File: src/rtl/core/sha256_stream_hasher_defines.svh
// Assertion helpers shared by the RTL that carries checks.
`ifndef SHA256_STREAM_HASHER_DEFINES_SVH
`define SHA256_STREAM_HASHER_DEFINES_SVH

// Property checked on every rising clock edge outside reset
`define SHA_ASSERT(lbl, prop) \
  lbl: assert property (@(posedge clk_i) disable iff (!rst_ni) prop) \
    else $error("sha256 stream hasher check failed");

// Condition that must never hold outside reset
`define SHA_ASSERT_NEVER(lbl, expr) \
  `SHA_ASSERT(lbl, !(expr))

`endif

File: src/rtl/core/sha_pkg.sv
package sha_pkg;

  // Input kinds carried on the slave tuser bit
  localparam logic CMD_ABSORB = 1'b0;
  localparam logic CMD_FINISH = 1'b1;

  // Fill positions within the 64-byte block
  localparam logic [5:0] FILL_LAST = 6'd63;
  localparam logic [5:0] LEN_START = 6'd56;
  localparam logic [5:0] PAD_ROOM  = 6'd55;  // last fill count that leaves room for the length
  localparam logic [5:0] ROUND_LAST = 6'd63;
  localparam logic [2:0] WORD_LAST  = 3'd7;

  localparam logic [7:0]  PAD_BYTE  = 8'h80;
  localparam logic [63:0] BITS_PER_BYTE = 64'd8;

  // Standard initial chaining value
  localparam logic [31:0] H_INIT [8] = '{
    32'h6a09e667, 32'hbb67ae85, 32'h3c6ef372, 32'ha54ff53a,
    32'h510e527f, 32'h9b05688c, 32'h1f83d9ab, 32'h5be0cd19
  };

  // Round constants
  localparam logic [31:0] K_ROUND [64] = '{
    32'h428a2f98, 32'h71374491, 32'hb5c0fbcf, 32'he9b5dba5,
    32'h3956c25b, 32'h59f111f1, 32'h923f82a4, 32'hab1c5ed5,
    32'hd807aa98, 32'h12835b01, 32'h243185be, 32'h550c7dc3,
    32'h72be5d74, 32'h80deb1fe, 32'h9bdc06a7, 32'hc19bf174,
    32'he49b69c1, 32'hefbe4786, 32'h0fc19dc6, 32'h240ca1cc,
    32'h2de92c6f, 32'h4a7484aa, 32'h5cb0a9dc, 32'h76f988da,
    32'h983e5152, 32'ha831c66d, 32'hb00327c8, 32'hbf597fc7,
    32'hc6e00bf3, 32'hd5a79147, 32'h06ca6351, 32'h14292967,
    32'h27b70a85, 32'h2e1b2138, 32'h4d2c6dfc, 32'h53380d13,
    32'h650a7354, 32'h766a0abb, 32'h81c2c92e, 32'h92722c85,
    32'ha2bfe8a1, 32'ha81a664b, 32'hc24b8b70, 32'hc76c51a3,
    32'hd192e819, 32'hd6990624, 32'hf40e3585, 32'h106aa070,
    32'h19a4c116, 32'h1e376c08, 32'h2748774c, 32'h34b0bcb5,
    32'h391c0cb3, 32'h4ed8aa4a, 32'h5b9cca4f, 32'h682e6ff3,
    32'h748f82ee, 32'h78a5636f, 32'h84c87814, 32'h8cc70208,
    32'h90befffa, 32'ha4506ceb, 32'hbef9a3f7, 32'hc67178f2
  };

  // Source of the byte shifted into the block
  typedef enum logic [1:0] {
    BSEL_DATA,
    BSEL_PAD,
    BSEL_ZERO,
    BSEL_LEN
  } sha_byte_sel_e;

  // Controller to datapath
  typedef struct packed {
    logic          load_byte;
    sha_byte_sel_e byte_sel;
    logic          count_bits;
    logic          init_rounds;
    logic          do_round;
    logic [5:0]    round_idx;
    logic          fold;
    logic          load_out;
    logic [2:0]    out_idx;
    logic          restart;
  } sha_cmd_t;

  // Datapath to controller
  typedef struct packed {
    logic [5:0] fill_cnt;
    logic       out_free;
  } sha_status_t;

endpackage

File: src/rtl/core/sha256_stream_hasher.sv
// SHA-256 over a byte stream.
// Slave channel: tuser selects the kind of transfer (0 absorb the byte in
// tdata, 1 finish the message; tdata is then ignored).
// Master channel: eight transfers per finish, digest words in big-endian byte
// order, word 0 first; tuser gives the word position and tlast marks word 7.
// Input: absorb transfers are taken while tready is high. The 64th byte of a
// block starts a compression of one round per cycle: 64 rounds, then a fold
// step adds into the chaining value, and tready is low throughout.
// Finish: the 0x80 byte goes in with the finish transfer and 63 - n zero or
// length bytes complete the block for n buffered bytes; when n exceeds 55 a
// second block of 64 zero and length bytes follows the first compression.
// While master tready is low the word in the output register holds and the
// digest readout waits; tready on the slave side stays low until word 7 has
// been loaded, after which a new message can start at once.
// Reset puts the standard initial hash words in place with an empty block and
// a zero bit count; there is no clearing pass.
`include "sha256_stream_hasher_defines.svh"

module sha256_stream_hasher (
  input  logic        clk_i,
  input  logic        rst_ni,
  input  logic        s_axis_tvalid,
  output logic        s_axis_tready,
  input  logic [7:0]  s_axis_tdata,   // data_byte [7:0]
  input  logic        s_axis_tuser,   // cmd [0]
  output logic        m_axis_tvalid,
  input  logic        m_axis_tready,
  output logic [31:0] m_axis_tdata,   // digest_word [31:0]
  output logic [2:0]  m_axis_tuser,   // word_index [2:0]
  output logic        m_axis_tlast    // last_word
);
  import sha_pkg::*;

  sha_cmd_t    cmd;
  sha_status_t status;

  sha_ctrl u_ctrl (
    .clk_i      (clk_i),
    .rst_ni     (rst_ni),
    .in_valid_i (s_axis_tvalid),
    .in_cmd_i   (s_axis_tuser),
    .in_ready_o (s_axis_tready),
    .status_i   (status),
    .cmd_o      (cmd)
  );

  sha_dp u_dp (
    .clk_i       (clk_i),
    .rst_ni      (rst_ni),
    .cmd_i       (cmd),
    .data_byte_i (s_axis_tdata),
    .out_ready_i (m_axis_tready),
    .status_o    (status),
    .out_valid_o (m_axis_tvalid),
    .out_word_o  (m_axis_tdata),
    .out_idx_o   (m_axis_tuser),
    .out_last_o  (m_axis_tlast)
  );

  // No input is taken while the digest is still being read out
  `SHA_ASSERT_NEVER(a_no_input_mid_digest, m_axis_tvalid && !m_axis_tlast && s_axis_tready)
  // A finish closes the input until the last digest word has been loaded
  `SHA_ASSERT(a_finish_blocks_input, s_axis_tvalid && s_axis_tready && s_axis_tuser |=> !s_axis_tready)
  // Digest words follow each other without a gap
  `SHA_ASSERT(a_digest_no_gap, m_axis_tvalid && m_axis_tready && !m_axis_tlast |=> m_axis_tvalid && m_axis_tuser != 3'd0)
  // Rounds and byte loads never share a cycle
  `SHA_ASSERT_NEVER(a_round_vs_load, cmd.do_round && cmd.load_byte)

endmodule

File: src/rtl/core/sha_ctrl.sv
module sha_ctrl (
  input  logic                clk_i,
  input  logic                rst_ni,
  input  logic                in_valid_i,
  input  logic                in_cmd_i,
  output logic                in_ready_o,
  input  sha_pkg::sha_status_t status_i,
  output sha_pkg::sha_cmd_t   cmd_o
);
  import sha_pkg::*;

  typedef enum logic [2:0] {
    ST_IDLE,
    ST_PAD,
    ST_ROUND,
    ST_FOLD,
    ST_OUT
  } state_e;

  state_e     state_q, state_d;
  logic       pad_q, pad_d;    // running the padding of a finish
  logic       last_q, last_d;  // current padded block carries the length
  logic [5:0] round_q, round_d;
  logic [2:0] word_q, word_d;

  // Next state and commands
  always_comb begin
    state_d    = state_q;
    pad_d      = pad_q;
    last_d     = last_q;
    round_d    = round_q;
    word_d     = word_q;
    in_ready_o = 1'b0;
    cmd_o      = '0;
    cmd_o.byte_sel  = BSEL_DATA;
    cmd_o.round_idx = round_q;
    cmd_o.out_idx   = word_q;

    unique case (state_q)
      ST_IDLE: begin
        in_ready_o = 1'b1;
        if (in_valid_i) begin
          cmd_o.load_byte  = 1'b1;
          cmd_o.byte_sel   = (in_cmd_i == CMD_FINISH) ? BSEL_PAD : BSEL_DATA;
          cmd_o.count_bits = (in_cmd_i == CMD_ABSORB);
          pad_d            = (in_cmd_i == CMD_FINISH);
          last_d           = (status_i.fill_cnt <= PAD_ROOM);
          if (status_i.fill_cnt == FILL_LAST) begin
            // the 0x80 or data byte completes the block
            cmd_o.init_rounds = 1'b1;
            round_d = '0;
            state_d = ST_ROUND;
          end else if (in_cmd_i == CMD_FINISH) begin
            state_d = ST_PAD;
          end
        end
      end

      ST_PAD: begin
        cmd_o.load_byte = 1'b1;
        cmd_o.byte_sel  = (last_q && status_i.fill_cnt >= LEN_START) ? BSEL_LEN : BSEL_ZERO;
        if (status_i.fill_cnt == FILL_LAST) begin
          cmd_o.init_rounds = 1'b1;
          round_d = '0;
          state_d = ST_ROUND;
        end
      end

      ST_ROUND: begin
        cmd_o.do_round = 1'b1;
        round_d = round_q + 6'd1;
        if (round_q == ROUND_LAST) begin
          state_d = ST_FOLD;
        end
      end

      ST_FOLD: begin
        cmd_o.fold = 1'b1;
        if (!pad_q) begin
          state_d = ST_IDLE;
        end else if (last_q) begin
          word_d  = '0;
          state_d = ST_OUT;
        end else begin
          // length spills into a second padded block
          last_d  = 1'b1;
          state_d = ST_PAD;
        end
      end

      ST_OUT: begin
        if (status_i.out_free) begin
          cmd_o.load_out = 1'b1;
          word_d = word_q + 3'd1;
          if (word_q == WORD_LAST) begin
            cmd_o.restart = 1'b1;
            pad_d   = 1'b0;
            state_d = ST_IDLE;
          end
        end
      end

      default: state_d = ST_IDLE;
    endcase
  end

  // State registers
  always_ff @(posedge clk_i or negedge rst_ni) begin
    if (!rst_ni) begin
      state_q <= ST_IDLE;
      pad_q   <= 1'b0;
      last_q  <= 1'b0;
      round_q <= '0;
      word_q  <= '0;
    end else begin
      state_q <= state_d;
      pad_q   <= pad_d;
      last_q  <= last_d;
      round_q <= round_d;
      word_q  <= word_d;
    end
  end

endmodule

File: src/rtl/core/sha_dp.sv
module sha_dp (
  input  logic                 clk_i,
  input  logic                 rst_ni,
  input  sha_pkg::sha_cmd_t    cmd_i,
  input  logic [7:0]           data_byte_i,
  input  logic                 out_ready_i,
  output sha_pkg::sha_status_t status_o,
  output logic                 out_valid_o,
  output logic [31:0]          out_word_o,
  output logic [2:0]           out_idx_o,
  output logic                 out_last_o
);
  import sha_pkg::*;

  function automatic logic [31:0] rotr(input logic [31:0] x, input logic [4:0] r);
    return (x >> r) | (x << (6'd32 - {1'b0, r}));
  endfunction

  // Block window: word 0 sits in the top bits, bytes enter at the bottom
  logic [511:0] blk_q, blk_d;
  logic [31:0]  v_q [8];
  logic [31:0]  v_d [8];
  logic [31:0]  h_q [8];
  logic [5:0]   cnt_q;
  logic [63:0]  bits_q;
  logic         out_valid_q;
  logic [31:0]  out_word_q;
  logic [2:0]   out_idx_q;
  logic         out_last_q;

  logic [7:0]   in_byte;
  logic [63:0]  len_shift;
  logic [31:0]  w0, w1, w9, w14, w_new;
  logic [31:0]  bs0, bs1, ch, maj, t1, t2;

  // Byte source: data, the 0x80 marker, zero fill or big-endian length
  assign len_shift = bits_q >> {~cnt_q[2:0], 3'b000};
  always_comb begin
    unique case (cmd_i.byte_sel)
      BSEL_DATA: in_byte = data_byte_i;
      BSEL_PAD:  in_byte = PAD_BYTE;
      BSEL_ZERO: in_byte = 8'h00;
      BSEL_LEN:  in_byte = len_shift[7:0];
      default:   in_byte = 8'h00;
    endcase
  end

  // Message schedule taps
  assign w0  = blk_q[511:480];
  assign w1  = blk_q[479:448];
  assign w9  = blk_q[223:192];
  assign w14 = blk_q[63:32];
  assign w_new = (rotr(w14, 5'd17) ^ rotr(w14, 5'd19) ^ (w14 >> 10)) + w9
               + (rotr(w1, 5'd7) ^ rotr(w1, 5'd18) ^ (w1 >> 3)) + w0;

  always_comb begin
    blk_d = blk_q;
    if (cmd_i.load_byte) begin
      blk_d = {blk_q[503:0], in_byte};
    end else if (cmd_i.do_round) begin
      blk_d = {blk_q[479:0], w_new};
    end
  end

  // One compression round
  assign bs1 = rotr(v_q[4], 5'd6) ^ rotr(v_q[4], 5'd11) ^ rotr(v_q[4], 5'd25);
  assign ch  = (v_q[4] & v_q[5]) ^ (~v_q[4] & v_q[6]);
  assign bs0 = rotr(v_q[0], 5'd2) ^ rotr(v_q[0], 5'd13) ^ rotr(v_q[0], 5'd22);
  assign maj = (v_q[0] & v_q[1]) ^ (v_q[0] & v_q[2]) ^ (v_q[1] & v_q[2]);
  assign t1  = v_q[7] + bs1 + ch + K_ROUND[cmd_i.round_idx] + w0;
  assign t2  = bs0 + maj;

  always_comb begin
    v_d = v_q;
    if (cmd_i.init_rounds) begin
      v_d = h_q;
    end else if (cmd_i.do_round) begin
      v_d[0] = t1 + t2;
      v_d[1] = v_q[0];
      v_d[2] = v_q[1];
      v_d[3] = v_q[2];
      v_d[4] = v_q[3] + t1;
      v_d[5] = v_q[4];
      v_d[6] = v_q[5];
      v_d[7] = v_q[6];
    end
  end

  // Payload registers
  always_ff @(posedge clk_i) begin
    blk_q <= blk_d;
    v_q   <= v_d;
    if (cmd_i.load_out) begin
      out_word_q <= h_q[cmd_i.out_idx];
      out_idx_q  <= cmd_i.out_idx;
      out_last_q <= (cmd_i.out_idx == WORD_LAST);
    end
  end

  // Chaining value, fill count and bit length
  always_ff @(posedge clk_i or negedge rst_ni) begin
    if (!rst_ni) begin
      h_q    <= H_INIT;
      cnt_q  <= '0;
      bits_q <= '0;
    end else begin
      if (cmd_i.restart) begin
        h_q <= H_INIT;
      end else if (cmd_i.fold) begin
        for (int i = 0; i < 8; i++) begin
          h_q[i] <= h_q[i] + v_q[i];
        end
      end
      if (cmd_i.load_byte) begin
        cnt_q <= cnt_q + 6'd1;
      end
      if (cmd_i.restart) begin
        bits_q <= '0;
      end else if (cmd_i.count_bits) begin
        bits_q <= bits_q + BITS_PER_BYTE;
      end
    end
  end

  // Output register
  always_ff @(posedge clk_i or negedge rst_ni) begin
    if (!rst_ni) begin
      out_valid_q <= 1'b0;
    end else if (cmd_i.load_out) begin
      out_valid_q <= 1'b1;
    end else if (out_ready_i) begin
      out_valid_q <= 1'b0;
    end
  end

  assign status_o.fill_cnt = cnt_q;
  assign status_o.out_free = !out_valid_q || out_ready_i;

  assign out_valid_o = out_valid_q;
  assign out_word_o  = out_word_q;
  assign out_idx_o   = out_idx_q;
  assign out_last_o  = out_last_q;

endmodule
File: config.mk
export PLATFORM = sky130hd
export DESIGN_NAME = sha256_stream_hasher
export DESIGN_NICKNAME = d
export VERILOG_FILES = /design/src/rtl/core/sha_pkg.sv /design/src/rtl/core/sha256_stream_hasher.sv /design/src/rtl/core/sha_ctrl.sv /design/src/rtl/core/sha_dp.sv
export VERILOG_INCLUDE_DIRS = /design/src /design/src/rtl/core
export SDC_FILE = /design/constraint.sdc
export NUM_CORES = 2
export LEC_CHECK = 0
export ABC_AREA = 0
export BUFFER_PORTS_ARGS = -buffer_cell sky130_fd_sc_hd__buf_2
export CORE_MARGIN = 2
export CORE_UTILIZATION = 65
export DETAILED_ROUTE_END_ITERATION = 10
export GPL_TIMING_DRIVEN = 0
export PLACE_DENSITY_LB_ADDON = 0.3
export REMOVE_ABC_BUFFERS = 1
export SLEW_MARGIN = 0
export SYNTH_ARGS = -nofsm -noshare
export SYNTH_HDL_FRONTEND = slang
export SYNTH_SLANG_ARGS = --single-unit
File: constraint.sdc
create_clock -name clk_i -period 18.46 [get_ports clk_i]
set_input_delay 0.923 -clock clk_i [delete_from_list [all_inputs] [get_ports clk_i]]
set_output_delay 0.923 -clock clk_i [all_outputs]
set_load 0.02 [all_outputs]
==> results.sh <==
export IMPL_outcome="finished, final reports clean"
export IMPL_period_share=0.641
export IMPL_initial_core_util=0.657
export IMPL_drt_iter0_markers=7655
export IMPL_max_cap_violations=0
export IMPL_firstDrtPassIters=6
export IMPL_die_area_um2=120000
export IMPL_finalSetupViolCount=0
export IMPL_synth_edff_count=804
export IMPL_layout_commonest_cell="nand2_1"
export IMPL_cts_root_buf="clkbuf_16"
export IMPL_fmax_mhz=84.5
export IMPL_dpl_worst_slack_ps=7180
export IMPL_slew_violations=0
export IMPL_drc_errors=0
export IMPL_slowest_delay_ps=880
export IMPL_hold_viol=0
export IMPL_setup_ws_ps=6620
export IMPL_die_w_um=347
export IMPL_crit_start="u_ctrl.round_q[1]"
export IMPL_dp_hpwl_mm=161
export IMPL_ctsHoldBuffers=0
export IMPL_ys_types=91
export IMPL_grt_setup_unrepaired="no"
export IMPL_routabilityCongestion=1.04
export IMPL_hold_ws_ps=226
export IMPL_placed_cells=9472
export IMPL_num_vias=61800
export IMPL_worst_hold_path_type="input pin to asynchronous set/reset pin"
export IMPL_crit_type="register to register"
export IMPL_worstMarginPinSlew_ps=1320
export IMPL_ys_warnings_count=0
export IMPL_clockBufferDepth=3
export IMPL_path_max_fanout=16
export IMPL_fin_setup_tns_ps=0
export IMPL_synth_seq_cells=1142
export IMPL_syn_area_per_cell_um2=9.26
export IMPL_slew_headroom=0.100
export IMPL_cts_setup_buffers=0
export IMPL_wl_per_cell_um=22.9
export IMPL_cp_required_ps=18980
export IMPL_via_per_inst=6.36
export IMPL_ys_seq_area_frac=0.428
export IMPL_drive_gt1_frac=0.0770
export IMPL_crit_path_end_kind="register"
export IMPL_synth_cells=8264
export IMPL_grt_use_total=0.369
export IMPL_clock_sinks=1142
export IMPL_n_fill_cell=8269
export IMPL_grt_max_degree=117
export IMPL_final_cell_mix="2,321 x nand2_1, 804 x edfxtp_1, 515 x o21ai_0"
export IMPL_first_global_vias=60800
export IMPL_die_h_um=347
export IMPL_routed_wl_mm=223
export IMPL_rows=125
export IMPL_endpoint="u_dp.v_q[255]"
export IMPL_cts_reportedPaths_clkPinSlew_ps=60
export IMPL_place_port_buffers=50
export IMPL_worstSkewPairLatency_ps=790
export IMPL_grt_ovfl_total=0
export IMPL_skew_ps=43.3
export IMPL_antenna_found_initial=4
export IMPL_area_growth_pct=8.71
export IMPL_htreeDepth=4
export IMPL_synthArstFlopShare=0.296
export IMPL_cp_start_kind="register"
export IMPL_reg2reg_slack_ps=6620
export IMPL_grt_pass1_wl_mm=343
export IMPL_ant_nets=0
export IMPL_cts_resized=0
export IMPL_instances_no_fill=9707
export IMPL_ys_flop_type="edfxtp_1"
export IMPL_fin_crit_ps=11840
export IMPL_reg2reg_depth=39
export IMPL_cp_slowest_cell="ha_1"
export IMPL_cts_tree="done"
export IMPL_cts_made_buffers=131
export IMPL_core_area_um2=117000
export IMPL_boundaryPins=51
export IMPL_synth_area_um2=76500
export IMPL_timing_rr_start="u_ctrl.round_q[1]"
export IMPL_rr_endpoint="u_dp.v_q[255]"
export IMPL_fin_nets=8688
export IMPL_crit_arrival_ps=12360
cell usage after synthesis (35+ instances only):
master | n | area share
mux2i_1 | 46 | 0.0060
mux4_2 | 83 | 0.024
and3_1 | 41 | 0.0034
xor2_1 | 248 | 0.028
inv_1 | 372 | 0.018
nand3_1 | 161 | 0.011
nor2_1 | 359 | 0.018
a21oi_1 | 504 | 0.033
a21o_1 | 192 | 0.019
edfxtp_1 | 804 | 0.32
o21bai_1 | 53 | 0.0052
mux2_2 | 37 | 0.0054
nor3_1 | 108 | 0.0071
clkbuf_1 | 411 | 0.020
nand2_1 | 2324 | 0.11
xnor2_1 | 386 | 0.044
o31ai_1 | 36 | 0.0035
o21a_1 | 52 | 0.0051
buf_1 | 39 | 0.0019
dfstp_2 | 136 | 0.047
nand4_1 | 35 | 0.0029
a211oi_1 | 35 | 0.0034
o21ai_0 | 516 | 0.034
dfrtp_1 | 202 | 0.066
nor2b_1 | 56 | 0.0046
a31oi_1 | 38 | 0.0031
ha_1 | 399 | 0.065
fa_1 | 195 | 0.051
nand2b_1 | 75 | 0.0061
worst max-delay path, delay by kind of cell (launching register included):
| family | cells | cell delay (ps) |
|---|---|---|
| compound gates | 13 | 3210 |
| xor+xnor | 4 | 1140 |
| fa+ha+maj | 8 | 3580 |
| buf+inv | 5 | 1110 |
| flops | 1 | 850 |
| mux | 1 | 550 |
| simple gates | 8 | 1110 |
layer usage:
layer | share of wire | global-route usage | vias to the layer above
met5 | 0 | 0 | -
met4 | 0.067 | 0.218 | 0
met3 | 0.10 | 0.0770 | 688
met2 | 0.46 | 0.586 | 3229
met1 | 0.37 | 0.470 | 29800
li1 | - | - | 28000
cell type report:
type / instances / area [um^2] / area share
inverter: 375 / 1420 / 0.0170
sequential: 1142 / 32800 / 0.394
multi-input combinational: 6294 / 40700 / 0.489
clock inverter: 47 / 445 / 0.00536
clock buffer: 186 / 3730 / 0.0449
antenna: 2 / 5.00 / 0.0000602
tap: 1524 / 1910 / 0.0229
timing repair buffer: 137 / 2180 / 0.0262
registers in the layout (all words and copies together) (netlist names), 3 cells and up:
name	count
u_dp.v_q	256
u_dp.cnt_q	6
u_dp.bits_q	61
u_dp.blk_q	512
u_ctrl.word_q	3
u_ctrl.state_q	3
u_dp.h_q	256
u_ctrl.round_q	6
u_dp.out_word_o	32
u_dp.out_idx_o	3
how the worst min path moves through the flow:
stage | endpoint | start | cells past startpoint | slack [ps]
floorplan | u_dp.cnt_q[5] | u_dp.cnt_q[5] | 1 | 440
global placement | u_dp.cnt_q[5] | u_dp.cnt_q[5] | 1 | 450
detailed placement | u_dp.cnt_q[5] | u_dp.cnt_q[5] | 1 | 470
CTS | u_dp.h_q[193] | rst_ni | 1 | 230
global route | u_dp.h_q[193] | rst_ni | 1 | 260
finish | u_dp.h_q[193] | rst_ni | 1 | 230
kinds of logic after synthesis:
logic type / after synthesis / share of synthesized area
xor gates and xnor gates: 634 / 0.0726
muxes: 166 / 0.0359
DFF: 1142 / 0.428
AOI/OAI and AO/OA: 1632 / 0.130
and+or+nand+nor: 3265 / 0.176
adders and majority gates: 597 / 0.117
buffers and inverters: 828 / 0.0407
per-stage QoR:
step                       util  instance area, um^2
final                     0.714                83200
after global routing      0.714                83200
after CTS                 0.714                83200
after detailed placement  0.678                79000
after global placement    0.660                76900
after floorplan               -                74800
Power is not shown: default switching activity piles up to over one toggle a cycle in this logic, so the estimate is an artifact.
